**src/design/rtcca_pkg.sv**
```systemverilog
// ----------------------------------------------------------------------------
// rtcca_pkg: shared types and constants of the rtc calendar/alarm block
// register map, control bit positions, request kinds and time record types
// ----------------------------------------------------------------------------
`default_nettype none

package rtcca_pkg;

  // default size of the battery-backed user ram
  localparam int unsigned RAM_BYTES_DEFAULT = 50;

  // request kinds carried in req_type
  typedef enum logic [1:0] {
    REQ_READ       = 2'd0,
    REQ_WRITE      = 2'd1,
    REQ_TICK       = 2'd2,
    REQ_SOFT_RESET = 2'd3
  } req_kind_t;

  // register map
  localparam logic [5:0] ADDR_SEC        = 6'h00;
  localparam logic [5:0] ADDR_ALARM_SEC  = 6'h01;
  localparam logic [5:0] ADDR_MIN        = 6'h02;
  localparam logic [5:0] ADDR_ALARM_MIN  = 6'h03;
  localparam logic [5:0] ADDR_HOUR       = 6'h04;
  localparam logic [5:0] ADDR_ALARM_HOUR = 6'h05;
  localparam logic [5:0] ADDR_WEEKDAY    = 6'h06;
  localparam logic [5:0] ADDR_DAY        = 6'h07;
  localparam logic [5:0] ADDR_MONTH      = 6'h08;
  localparam logic [5:0] ADDR_YEAR       = 6'h09;
  localparam logic [5:0] ADDR_CTRL_A     = 6'h0A;
  localparam logic [5:0] ADDR_CTRL_B     = 6'h0B;
  localparam logic [5:0] ADDR_FLAGS      = 6'h0C;
  localparam logic [5:0] ADDR_STATUS     = 6'h0D;
  localparam logic [5:0] RAM_BASE        = 6'h0E;

  // ctrl_b bit positions
  localparam int unsigned CTRL_B_DSE  = 0;
  localparam int unsigned CTRL_B_24H  = 1;
  localparam int unsigned CTRL_B_BIN  = 2;
  localparam int unsigned CTRL_B_UIE  = 4;
  localparam int unsigned CTRL_B_AIE  = 5;
  localparam int unsigned CTRL_B_SET  = 7;

  localparam logic [7:0] CTRL_B_RESET     = 8'h06;
  localparam logic [7:0] CTRL_B_SOFT_MASK = 8'h87;
  localparam logic [7:0] STATUS_D_VALUE   = 8'h80;

  // time of day and calendar, raw register bytes
  typedef struct packed {
    logic [7:0] sec;
    logic [7:0] min;
    logic [7:0] hour;
    logic [7:0] weekday;
    logic [7:0] day;
    logic [7:0] month;
    logic [7:0] year;
  } time_t;

  localparam time_t TIME_RESET = '{
    sec: 8'h00, min: 8'h00, hour: 8'h00, weekday: 8'h01,
    day: 8'h01, month: 8'h01, year: 8'h00
  };

  typedef struct packed {
    logic [7:0] sec;
    logic [7:0] min;
    logic [7:0] hour;
  } alarm_t;

  // flag register, only the bits that can ever be set
  typedef struct packed {
    logic irqf;
    logic af;
    logic uf;
  } flags_t;

  // outcome of one second advance
  typedef struct packed {
    time_t nxt;
    logic  fb_set;
    logic  alarm_match;
  } tick_t;

endpackage

`default_nettype wire

```
**src/design/rtcca_req_if.sv**
```systemverilog
// ----------------------------------------------------------------------------
// rtcca_req_if: request channel
// valid/ready handshake carrying one bus access, tick or soft reset item
// ----------------------------------------------------------------------------
`default_nettype none

interface rtcca_req_if;
  logic       valid;
  logic       ready;
  logic [1:0] req_type;
  logic [5:0] addr;
  logic [7:0] wdata;

  modport source (output valid, req_type, addr, wdata, input ready);
  modport sink   (input valid, req_type, addr, wdata, output ready);
endinterface

`default_nettype wire

```
**src/design/rtcca_rsp_if.sv**
```systemverilog
// ----------------------------------------------------------------------------
// rtcca_rsp_if: response channel
// valid/ready handshake carrying the read byte and the interrupt indication
// ----------------------------------------------------------------------------
`default_nettype none

interface rtcca_rsp_if;
  logic       valid;
  logic       ready;
  logic [7:0] rdata;
  logic       irq_raise;

  modport source (output valid, rdata, irq_raise, input ready);
  modport sink   (input valid, rdata, irq_raise, output ready);
endinterface

`default_nettype wire

```
**src/design/rtc_calendar_alarm_registers_top.sv**
```systemverilog
// ----------------------------------------------------------------------------
// rtc_calendar_alarm_registers_top: register-mapped rtc, calendar and alarm
// bus reads/writes to time, alarm, control, flag registers and user ram;
// tick items advance the clock by one second
// ----------------------------------------------------------------------------
//
//   channel  direction  payload                   meaning
//   req      in         req_type, addr, wdata     read, write, tick, soft reset
//   rsp      out        rdata, irq_raise          one item per request
//
// one item per cycle sustained while rsp is ready; an accepted item passes
// through the input register plus ram read, then the result register
// the whole register update of one item is a single combinational pass
// rst is synchronous: time, alarms, control, flags and ram valid bits return
// to their reset values
// a stalled rsp holds the result; one more req is still taken into the
// input register, after that req.ready drops until rsp drains
//
`default_nettype none

module rtc_calendar_alarm_registers_top #(
  parameter int unsigned RAM_BYTES = rtcca_pkg::RAM_BYTES_DEFAULT
) (
  input  logic               clk,
  input  logic               rst,
  rtcca_req_if.sink          req,
  rtcca_rsp_if.source        rsp
);
  import rtcca_pkg::*;

  localparam int unsigned IDX_W = (RAM_BYTES > 1) ? $clog2(RAM_BYTES) : 1;

  // input register
  logic              iv;
  req_kind_t         i_kind;
  logic [5:0]        i_addr;
  logic [7:0]        i_wdata;
  logic [7:0]        ram_q;

  // result register
  logic              ov;
  logic [7:0]        o_rdata;
  logic              o_irq;

  // architectural state
  time_t             tm, tm_next;
  alarm_t            al, al_next;
  logic [6:0]        ctrl_a, ctrl_a_next;   // bit 7 can never be set
  logic [7:0]        ctrl_b, ctrl_b_next;
  flags_t            flags, flags_next;
  logic              fb_done, fb_done_next;

  // user ram with per-entry valid bits, an unwritten entry reads zero
  logic [7:0]        mem [RAM_BYTES];
  logic [RAM_BYTES-1:0] ram_valid;

  logic              advance, in_fire;
  logic [5:0]        i_off, n_off;
  logic [IDX_W-1:0]  i_idx, n_idx;
  logic              i_in_ram, ram_we;
  logic [7:0]        rd;
  logic              irq;
  tick_t             tk;

  // handshake: the input register moves on whenever the result register frees
  assign advance   = iv & (~ov | rsp.ready);
  assign req.ready = ~iv | advance;
  assign in_fire   = req.valid & req.ready;

  assign rsp.valid     = ov;
  assign rsp.rdata     = o_rdata;
  assign rsp.irq_raise = o_irq;

  // ram addressing for the item in the input register and the incoming one
  assign i_off    = 6'(i_addr - RAM_BASE);
  assign n_off    = 6'(req.addr - RAM_BASE);
  assign i_idx    = i_off[IDX_W-1:0];
  assign n_idx    = n_off[IDX_W-1:0];
  assign i_in_ram = (i_addr >= RAM_BASE) && ({1'b0, i_off} < 7'(RAM_BYTES));
  assign ram_we   = advance && (i_kind == REQ_WRITE) && i_in_ram;

  rtcca_tick u_tick (
    .cur            (tm),
    .alarm          (al),
    .ctrl_b         (ctrl_b),
    .fall_back_done (fb_done),
    .res            (tk)
  );

  // register update for the item in the input register
  always_comb begin
    tm_next      = tm;
    al_next      = al;
    ctrl_a_next  = ctrl_a;
    ctrl_b_next  = ctrl_b;
    flags_next   = flags;
    fb_done_next = fb_done;
    rd           = '0;
    irq          = 1'b0;
    unique case (i_kind)
      REQ_READ: begin
        unique case (i_addr)
          ADDR_SEC:        rd = tm.sec;
          ADDR_ALARM_SEC:  rd = al.sec;
          ADDR_MIN:        rd = tm.min;
          ADDR_ALARM_MIN:  rd = al.min;
          ADDR_HOUR:       rd = tm.hour;
          ADDR_ALARM_HOUR: rd = al.hour;
          ADDR_WEEKDAY:    rd = tm.weekday;
          ADDR_DAY:        rd = tm.day;
          ADDR_MONTH:      rd = tm.month;
          ADDR_YEAR:       rd = tm.year;
          ADDR_CTRL_A:     rd = {1'b0, ctrl_a};
          ADDR_CTRL_B:     rd = ctrl_b;
          ADDR_FLAGS: begin
            // read clears the flags
            rd         = {flags.irqf, 1'b0, flags.af, flags.uf, 4'b0};
            flags_next = '0;
          end
          ADDR_STATUS:     rd = STATUS_D_VALUE;
          default:         rd = i_in_ram ? ram_q : 8'h00;
        endcase
      end
      REQ_WRITE: begin
        unique case (i_addr)
          ADDR_SEC:        tm_next.sec     = i_wdata;
          ADDR_ALARM_SEC:  al_next.sec     = i_wdata;
          ADDR_MIN:        tm_next.min     = i_wdata;
          ADDR_ALARM_MIN:  al_next.min     = i_wdata;
          ADDR_HOUR:       tm_next.hour    = i_wdata;
          ADDR_ALARM_HOUR: al_next.hour    = i_wdata;
          ADDR_WEEKDAY:    tm_next.weekday = i_wdata;
          ADDR_DAY:        tm_next.day     = i_wdata;
          ADDR_MONTH:      tm_next.month   = i_wdata;
          ADDR_YEAR:       tm_next.year    = i_wdata;
          ADDR_CTRL_A:     ctrl_a_next     = i_wdata[6:0];
          ADDR_CTRL_B:     ctrl_b_next     = i_wdata;
          // flags, status are read only; ram goes through ram_we
          default: ;
        endcase
      end
      REQ_TICK: begin
        // set bit freezes the clock and the flags
        if (!ctrl_b[CTRL_B_SET]) begin
          tm_next       = tk.nxt;
          fb_done_next  = fb_done | tk.fb_set;
          flags_next.uf = 1'b1;
          if (ctrl_b[CTRL_B_UIE]) begin
            flags_next.irqf = 1'b1;
            irq             = 1'b1;
          end
          if (tk.alarm_match) begin
            flags_next.af = 1'b1;
            if (ctrl_b[CTRL_B_AIE]) begin
              flags_next.irqf = 1'b1;
              irq             = 1'b1;
            end
          end
        end
      end
      REQ_SOFT_RESET: begin
        ctrl_b_next = ctrl_b & CTRL_B_SOFT_MASK;
        flags_next  = '0;
      end
      default: ;
    endcase
  end

  // control state
  always_ff @(posedge clk) begin
    if (rst) begin
      iv        <= 1'b0;
      ov        <= 1'b0;
      tm        <= TIME_RESET;
      al        <= '0;
      ctrl_a    <= '0;
      ctrl_b    <= CTRL_B_RESET;
      flags     <= '0;
      fb_done   <= 1'b0;
      ram_valid <= '0;
    end else begin
      if (in_fire) iv <= 1'b1;
      else if (advance) iv <= 1'b0;

      if (advance) begin
        ov      <= 1'b1;
        tm      <= tm_next;
        al      <= al_next;
        ctrl_a  <= ctrl_a_next;
        ctrl_b  <= ctrl_b_next;
        flags   <= flags_next;
        fb_done <= fb_done_next;
      end else if (rsp.ready) begin
        ov <= 1'b0;
      end

      if (ram_we) ram_valid[i_idx] <= 1'b1;
    end
  end

  // payload registers and ram
  always_ff @(posedge clk) begin
    if (in_fire) begin
      i_kind  <= req_kind_t'(req.req_type);
      i_addr  <= req.addr;
      i_wdata <= req.wdata;
      // forward a write to the same entry retiring at this edge
      if (ram_we && (i_idx == n_idx)) ram_q <= i_wdata;
      else if (ram_valid[n_idx]) ram_q <= mem[n_idx];
      else ram_q <= 8'h00;
    end
    if (advance) begin
      o_rdata <= rd;
      o_irq   <= irq;
    end
    if (ram_we) mem[i_idx] <= i_wdata;
  end

`ifndef SYNTH
  // an interrupt in the result always leaves the irq flag set behind it
  a_irq_sets_flag: assert property (@(posedge clk) disable iff (rst)
    ov && o_irq |-> flags.irqf)
    else $error("irq result without irq flag");

  // only a tick can raise the interrupt
  a_irq_only_tick: assert property (@(posedge clk) disable iff (rst)
    advance && (i_kind != REQ_TICK) |=> !o_irq)
    else $error("irq raised by a non-tick item");

  // a tick with the set bit on leaves the clock alone
  a_set_freezes: assert property (@(posedge clk) disable iff (rst)
    advance && (i_kind == REQ_TICK) && ctrl_b[CTRL_B_SET] |=> $stable(tm))
    else $error("time moved while set bit on");

  // a held item in the input register is never dropped
  a_input_held: assert property (@(posedge clk) disable iff (rst)
    iv && !advance |=> iv)
    else $error("pending item lost");
`endif

endmodule

`default_nettype wire

```
**src/design/rtcca_tick.sv**
```systemverilog
// ----------------------------------------------------------------------------
// rtcca_tick: one-second advance of the time and calendar
// bcd or binary, 12h or 24h, daylight-saving jumps and alarm compare
// ----------------------------------------------------------------------------
`default_nettype none

module rtcca_tick (
  input  rtcca_pkg::time_t  cur,
  input  rtcca_pkg::alarm_t alarm,
  input  logic [7:0]        ctrl_b,
  input  logic              fall_back_done,
  output rtcca_pkg::tick_t  res
);
  import rtcca_pkg::*;

  typedef struct packed {
    logic       carry;
    logic [7:0] val;
  } step_t;

  // bcd byte to value, nibbles are not range checked
  function automatic logic [7:0] value_of(input logic [7:0] v, input logic bin);
    logic [7:0] hi;
    hi = {4'b0, v[7:4]};
    if (bin) return v;
    return 8'((hi << 3) + (hi << 1) + {4'b0, v[3:0]});
  endfunction

  function automatic logic [7:0] plain_inc(input logic [7:0] v, input logic bin);
    if (!bin && v[3:0] == 4'd9) return 8'({v[7:4], 4'b0} + 8'h10);
    return 8'(v + 8'd1);
  endfunction

  function automatic step_t step_field(input logic [7:0] v, input logic bin,
                                       input logic [7:0] lo,
                                       input logic [7:0] hi_bin,
                                       input logic [7:0] hi_bcd);
    step_t s;
    s.val   = plain_inc(v, bin);
    s.carry = 1'b0;
    if (s.val > (bin ? hi_bin : hi_bcd)) begin
      s.val   = lo;
      s.carry = 1'b1;
    end
    return s;
  endfunction

  function automatic step_t step_hour(input logic [7:0] h, input logic [1:0] mode);
    step_t s;
    s.carry = 1'b0;
    s.val   = 8'(h + 8'd1);
    unique case (mode)
      2'b00: begin  // 12h bcd
        if (h == 8'h12) s.val = 8'h81;
        else if (h == 8'h92) begin
          s.val   = 8'h01;
          s.carry = 1'b1;
        end else s.val = plain_inc(h, 1'b0);
      end
      2'b01: begin  // 24h bcd
        if (h == 8'h23) begin
          s.val   = 8'h00;
          s.carry = 1'b1;
        end else s.val = plain_inc(h, 1'b0);
      end
      2'b10: begin  // 12h binary
        if (h == 8'h0C) s.val = 8'h81;
        else if (h == 8'h8C) begin
          s.val   = 8'h01;
          s.carry = 1'b1;
        end
      end
      default: begin  // 24h binary
        if (h == 8'h17) begin
          s.val   = 8'h00;
          s.carry = 1'b1;
        end
      end
    endcase
    return s;
  endfunction

  function automatic logic [7:0] month_len(input logic [3:0] m);
    unique case (m)
      4'd2:                      return 8'd28;
      4'd4, 4'd6, 4'd9, 4'd11:   return 8'd30;
      default:                   return 8'd31;
    endcase
  endfunction

  function automatic logic alarm_hit(input logic [7:0] al, input logic [7:0] t);
    return (al[7:6] == 2'b11) || (al == t);
  endfunction

  logic       bin;
  logic [7:0] sec_v, min_v, day_v, mon_v, yr_v;
  logic [7:0] mon_clamp;
  logic       leap_feb;
  logic       at_159, spring, fall;
  step_t      sec_s, min_s, hr_s, wd_s, day_s, mon_s, yr_s;

  assign bin = ctrl_b[CTRL_B_BIN];

  always_comb begin
    sec_v = value_of(cur.sec, bin);
    min_v = value_of(cur.min, bin);
    day_v = value_of(cur.day, bin);
    mon_v = value_of(cur.month, bin);
    yr_v  = value_of(cur.year, bin);

    // month reading clamped to 1..12 for the length lookup
    if (mon_v < 8'd1) mon_clamp = 8'd1;
    else if (mon_v > 8'd12) mon_clamp = 8'd12;
    else mon_clamp = mon_v;
    leap_feb = (mon_clamp == 8'd2) && (yr_v[1:0] == 2'b00);

    sec_s = step_field(cur.sec, bin, 8'd0, 8'd59, 8'h59);
    min_s = step_field(cur.min, bin, 8'd0, 8'd59, 8'h59);
    hr_s  = step_hour(cur.hour, {ctrl_b[CTRL_B_BIN], ctrl_b[CTRL_B_24H]});
    wd_s  = step_field(cur.weekday, bin, 8'd1, 8'd7, 8'h07);
    mon_s = step_field(cur.month, bin, 8'd1, 8'd12, 8'h12);
    yr_s  = step_field(cur.year, bin, 8'd0, 8'd99, 8'h99);

    // day rolls over only on an exact match of the month length
    day_s.carry = leap_feb ? (day_v == 8'd29) : (day_v == month_len(mon_clamp[3:0]));
    day_s.val   = day_s.carry ? 8'd1 : plain_inc(cur.day, bin);

    at_159 = ctrl_b[CTRL_B_DSE] && cur.hour == 8'h01 && min_v == 8'd59 &&
             sec_v == 8'd59 && cur.weekday == 8'h01;
    spring = at_159 && cur.month == 8'h04 && day_v >= 8'd24;
    fall   = at_159 && mon_v == 8'd10 && day_v >= 8'd25 && !fall_back_done;

    res.nxt    = cur;
    res.fb_set = 1'b0;
    priority if (spring) begin
      res.nxt.hour = 8'h03;
      res.nxt.min  = 8'h00;
      res.nxt.sec  = 8'h00;
    end else if (fall) begin
      res.fb_set   = 1'b1;
      res.nxt.hour = 8'h01;
      res.nxt.min  = 8'h00;
      res.nxt.sec  = 8'h00;
    end else begin
      res.nxt.sec = sec_s.val;
      if (sec_s.carry) begin
        res.nxt.min = min_s.val;
        if (min_s.carry) begin
          res.nxt.hour = hr_s.val;
          if (hr_s.carry) begin
            res.nxt.weekday = wd_s.val;
            res.nxt.day     = day_s.val;
            if (day_s.carry) begin
              res.nxt.month = mon_s.val;
              if (mon_s.carry) res.nxt.year = yr_s.val;
            end
          end
        end
      end
    end

    res.alarm_match = alarm_hit(alarm.sec, res.nxt.sec) &&
                      alarm_hit(alarm.min, res.nxt.min) &&
                      alarm_hit(alarm.hour, res.nxt.hour);
  end

endmodule

`default_nettype wire
```
**src/flat_wrapper.sv**
```systemverilog
// flat-port wrapper written by rule: the top's interface ports become plain ports
module rtc_calendar_alarm_registers_top_flat import rtcca_pkg::*;
#(
  parameter int unsigned RAM_BYTES = rtcca_pkg::RAM_BYTES_DEFAULT
)
  (clk, rst, req_valid, req_req_type, req_addr, req_wdata, req_ready, rsp_valid, rsp_rdata, rsp_irq_raise, rsp_ready);
  rtcca_req_if req_i ();
  rtcca_rsp_if rsp_i ();
  input  logic clk;
  input  logic rst;
  input wire logic [$bits(req_i.valid)-1:0] req_valid;
  input wire logic [$bits(req_i.req_type)-1:0] req_req_type;
  input wire logic [$bits(req_i.addr)-1:0] req_addr;
  input wire logic [$bits(req_i.wdata)-1:0] req_wdata;
  output wire logic [$bits(req_i.ready)-1:0] req_ready;
  output wire logic [$bits(rsp_i.valid)-1:0] rsp_valid;
  output wire logic [$bits(rsp_i.rdata)-1:0] rsp_rdata;
  output wire logic [$bits(rsp_i.irq_raise)-1:0] rsp_irq_raise;
  input wire logic [$bits(rsp_i.ready)-1:0] rsp_ready;
  assign req_i.valid = req_valid;
  assign req_i.req_type = req_req_type;
  assign req_i.addr = req_addr;
  assign req_i.wdata = req_wdata;
  assign req_ready = req_i.ready;
  assign rsp_valid = rsp_i.valid;
  assign rsp_rdata = rsp_i.rdata;
  assign rsp_irq_raise = rsp_i.irq_raise;
  assign rsp_i.ready = rsp_ready;
  rtc_calendar_alarm_registers_top #(.RAM_BYTES(RAM_BYTES)) u_core (.clk(clk), .rst(rst), .req(req_i), .rsp(rsp_i));
endmodule
```
**config.mk**
```make
export PLATFORM = sky130hd
export DESIGN_NAME = rtc_calendar_alarm_registers_top_flat
export DESIGN_NICKNAME = d
export VERILOG_FILES = /design/src/design/rtcca_pkg.sv /design/src/design/rtcca_req_if.sv /design/src/design/rtcca_rsp_if.sv /design/src/design/rtc_calendar_alarm_registers_top.sv /design/src/design/rtcca_tick.sv /design/src/flat_wrapper.sv
export SDC_FILE = /design/constraint.sdc
export NUM_CORES = 1
export LEC_CHECK = 0
export ABC_AREA = 1
export BUFFER_PORTS_ARGS = -buffer_cell sky130_fd_sc_hd__buf_2
export CORE_MARGIN = 2
export CORE_UTILIZATION = 40
export CTS_CLUSTER_DIAMETER = 120
export DETAILED_ROUTE_END_ITERATION = 12
export PLACE_DENSITY_LB_ADDON = 0.08
export SLEW_MARGIN = 10
export SYNTH_ARGS = -nofsm -noshare
export SYNTH_HDL_FRONTEND = slang
export SYNTH_SLANG_ARGS = --single-unit
```
**constraint.sdc**
```tcl
create_clock -name clk -period 3.35 [get_ports clk]
set_input_delay 0.335 -clock clk [delete_from_list [all_inputs] [get_ports clk]]
set_output_delay 0.335 -clock clk [all_outputs]
set_load 0.01 [all_outputs]
```
==> metrics.md <==
| Metric | Value |
|---|---|
| Outcome | `complete, but fails checks` |
| Failing checks | `setup timing` |
| Mux cell area share after synthesis | `0%` |
| Pleak | `around 13 nW` |
| Multi-input gate area | `between 10000 and 15000 µm²` |
| Via/cell ratio | `between 5 and 6` |
| Slowest-stage cell, CP | `fa_2` |
| Worst Tran Pin Value | `~0.95 ns` |
| CTS tree | `yes` |
| Fillers | `~6500` |
| CP startpoint kind | `flop` |
| Largest net degree at the start of global routing | `75` |
| Final Hold Fails | `0` |
| Max-Slew Margin vs Limit | `approximately a third` |
| First-pass GRT wire length | `between 100000 and 150000 µm` |
| Worst vdd ir | `~0.44 mV` |
| Quantity of I/O buffers inserted on ports | `30` |
| Gr usage total | `about a quarter` |
| Clk_skew | `0.0221 ns` |
| CP Capture Type | `flop` |
| Worst-path maximum fanout | `8` |
| RSZ-0062 raised after global routing | `yes` |
| Maxcap violations | `0` |
| Final setup fails | `34` |
| WP data required | `3.82 ns` |
| Post-place setup slack | `-0.403 ns` |
| Drt pass-1 iters | `6` |
| GPL Wtd Cong | `roughly 0.95` |
| Vias in the first global route | `between 20000 and 25000` |
| Cell area power density | `508 nW/µm²` |
| Initial core utilization | `between 40% and 50%` |
| Max frequency | `~270 MHz` |
| Final WL | `95000 µm` |
| Critical path cell sequence | `fa_1 > fa_2 > o21ai_1 > inv_1 > nand4_1 > nor2_4 > nand2_2 > buf_6 > a21oi_4 > nor2_4 > buf_4 > nand3_1 > nand3_1 > nor2_1 > a21oi_1 > a21oi_2 > nand2_2 > o21ai_2 > and3_1` |
| Total clock buffers created by CTS | `roughly 70` |
| Post-layout nets | `3360` |
| Clock latency on the worst-skew pair | `between 0.6 and 0.7 ns` |
| Post-Syn Nets | `roughly 3000` |
| Primary FF master, synth | `edfxtp_1` |
| Synthesized area | `~28000 µm²` |
| Io pins | `31` |
| R2r startpoint | `u_core.tm[14]` |
| Reg area | `16000 µm²` |
| Congestion Overflow GR | `0` |
| Htree depth | `3` |
| Number of synthesis warnings | `0` |
| Total power | `17.5 mW` |
| Post-detail-place hpwl | `~64000 µm` |
| Mean Syn Cell Area | `about 9.5 µm²` |
| WP buf/inv | `3` |
| Main combinational cell family by area after synthesis | `compound AO/OA/AOI/OAI gates` |
| Worst path arrival time | `between 4 and 5 ns` |
| Worst Slack Setup Final | `-0.314 ns` |
| Fraction of registers with async set/reset | `0%` |
| Hold EP | `u_core.rsp.valid` |
| Kind of critical path | `flop to flop` |
| Clk buf depth | `3` |
| Synth Area in Compound Gates | `between 10% and 20%` |
| Number of remaining DRC errors | `0` |
| Antenna violations before repair | `1` |
| Clock slew seen by the registers of the worst setup and hold paths | `approximately 0.05 ns` |
| Synth Area in Simple Gates | `15.8%` |
| Die Width | `around 270 µm` |
| Mapped Cells | `2946` |
| CTS sink count | `584` |
| Synth cell types | `roughly 60` |
| Hold Path Stages | `4` |
| Post-route ant nets | `0` |
| Initial detailed-routing violation count | `2213` |
| Worst Min Path Start | `rsp_ready` |
| Die Y | `approximately 270 µm` |
| Wirelength per Cell | `roughly 22 µm` |
| CTS Root Cell | `clkbuf_16` |
| Reg2reg setup slack | `-0.31 ns` |
| Crit. Startpoint | `u_core.tm[14]` |
| Post-Synth XOR/XNOR Area | `under 10%` |
| Reg-to-Reg End | `u_core.rsp.irq_raise` |
| Row Count | `97` |
| Crit path largest cell delay | `between 0.5 and 0.6 ns` |
| Slew Viols, Final | `0` |
| Core area | `between 60000 and 70000 µm²` |
| Tmin final | `about 3.7 ns` |
| Worst min path class | `input pin to flop` |
| Sequential element share of the synthesized area | `57.0%` |
| EDFF count, synth | `433` |
| Post-synthesis adder-cell area fraction | `roughly 4.3%` |
| Synthesis-stage register bit count | `584` |
| Layout area overhead | `22.9%` |
| Die area | `72400 µm²` |
| FF-to-FF path depth | `19` |
| Crit path max-delay family | `adder cells` |
| Share of cells above drive strength 1 | `approximately 18%` |
| Vias | `about 24000` |
| Period utilisation layout | `109%` |
## registers in the layout, indices dropped and copies added (netlist names)
signal / flops
u_core.al: 24
u_core.ctrl_a: 7
u_core.ctrl_b: 8
u_core.fb_done: 1
u_core.flags: 3
u_core.i_addr: 6
u_core.i_kind: 2
u_core.i_wdata: 8
u_core.iv: 1
u_core.mem: 400
u_core.ram_q: 8
u_core.ram_valid: 50
u_core.rsp.irq_raise: 1
u_core.rsp.rdata: 8
u_core.rsp.valid: 1
u_core.tm: 56
## final cells by class
| cell class | count | area share (%) |
|---|---|---|
| Clock buffer | 103 | 6.11 |
| Tap cell | 940 | 3.40 |
| Sequential cell | 584 | 46.4 |
| Multi-Input combinational cell | 1973 | 31.8 |
| Inverter | 253 | 2.83 |
| Timing Repair Buffer | 365 | 8.48 |
| Clock inverter | 28 | 0.934 |
| Timing Repair inverter | 1 | 0.0217 |
| Antenna cell | 1 | 0.00724 |
## worst register-to-register path, stage by stage (launching register included)
cell and delay (ns):
dfxtp_1 0.32, fa_1 0.53, fa_2 0.54, o21ai_1 0.07, inv_1 0.09, nand4_1 0.13
nor2_4 0.17, nand2_2 0.09, buf_6 0.12, a21oi_4 0.27, nor2_4 0.10, buf_4 0.16
nand3_1 0.07, nand3_1 0.08, nor2_1 0.10, a21oi_1 0.09, a21oi_2 0.19, nand2_2 0.09
o21ai_2 0.15, and3_1 0.16
## stage by stage
stage | instance area, µm² | util (%) | setup TNS [ns] | std cells | hold slack, ns
after floorplan | 28100 | - | 0 | 2946 | 0.430
after global placement | 31200 | 44.8 | -7.59 | 4074 | 0.445
after detailed placement | 31200 | 44.8 | -9.01 | 4074 | 0.455
after CTS | 34300 | 49.1 | -2.89 | 4237 | 0.00632
after global routing | 34600 | 49.5 | -11.52 | 4248 | 0.0299
final | 34600 | 49.5 | -3.81 | 4248 | 0.0373
## cells in the final DEF (no fill, tap or decap), types with 7 or more instances in the layout
master,Yosys,final
a21oi_1,107,95
a21oi_2,1,12
a221oi_1,8,7
a31oi_1,36,35
buf_12,0,13
buf_2,8,28
buf_4,1,294
buf_6,7,15
clkbuf_1,120,16
clkbuf_16,0,76
clkbuf_8,0,11
clkinv_1,1,11
clkinv_2,0,8
dfxtp_1,151,143
dfxtp_2,0,8
dlygate4sd3_1,0,14
edfxtp_1,433,433
ha_1,83,78
inv_1,247,234
inv_2,4,11
nand2_1,314,297
nand2_2,4,17
nand2_4,4,8
nand3_1,144,136
nand3_2,3,7
nand4_1,41,41
nor2_1,498,487
nor2_2,3,10
nor2_4,4,9
nor3_1,23,23
o211ai_1,37,37
o21ai_0,419,395
o21ai_1,5,16
o21ai_2,3,16
o221ai_1,64,64
o22ai_1,70,70
xor2_1,29,26
## layer usage
layer	vias to the layer above	wire length [µm]	GRT usage, %
met5	-	0	0
met4	0	2210	7.03
met3	130	5690	3.50
met2	772	43600	40.6
met1	11500	43400	37.1
li1	11100	-	-
## timing repair
| item | CTS | global route |
|---|---|---|
| buffers inserted | 20 | 10 |
| gates cloned | 1 | 1 |
| resized for setup | 108 | 56 |
| pin swaps | 29 | 30 |
| hold endpoints to repair | 14 | 0 |
| setup endpoints to repair | 35 | 53 |
| hold buffers | 14 | 0 |
## power breakdown
part / internal [mW] / switching, mW
Sequential: 7.83 / 0.0507
Clock: 4.81 / 3.15
Combinational: 0.546 / 1.16
## synth_stat cells (23+ instances only)
master | count | area share, %
nand2_1 | 314 | 4.2
dfxtp_1 | 151 | 11
edfxtp_1 | 433 | 46
a21oi_1 | 107 | 1.9
nor3_1 | 23 | 0.41
o21ai_0 | 419 | 7.5
o211ai_1 | 37 | 0.99
clkbuf_1 | 120 | 1.6
a31oi_1 | 36 | 0.80
ha_1 | 83 | 3.7
inv_1 | 247 | 3.3
nor2_1 | 498 | 6.6
nand4_1 | 41 | 0.91
nand3_1 | 144 | 2.6
o221ai_1 | 64 | 2.0
xor2_1 | 29 | 0.90
o22ai_1 | 70 | 1.6
## logic make-up (layout without fill, tap and decap cells)
group / after synthesis / after routing
and+or+nand+nor: 1058 / 1059
other: 0 / 1
xor gates and xnor gates: 33 / 33
DFF: 584 / 584
adders and majority gates: 91 / 91
AOI/OAI and AO/OA: 790 / 790
buffers and inverters: 390 / 750
## how the worst max path moves through the flow
| stage | to | slack [ns] | cells after the start |
|---|---|---|---|
| 3_5_place_dp | u_core.rsp.irq_raise | -0.40 | 27 |
| 2_1_floorplan | u_core.rsp.irq_raise | 0.008 | 24 |
| 3_3_place_gp | u_core.rsp.irq_raise | -0.39 | 28 |
| 6_report | u_core.rsp.irq_raise | -0.31 | 19 |
| 5_1_grt | u_core.rsp.irq_raise | -0.54 | 28 |
| 4_1_cts | u_core.rsp.irq_raise | -0.25 | 24 |
(Power assumes the default switching activity.)
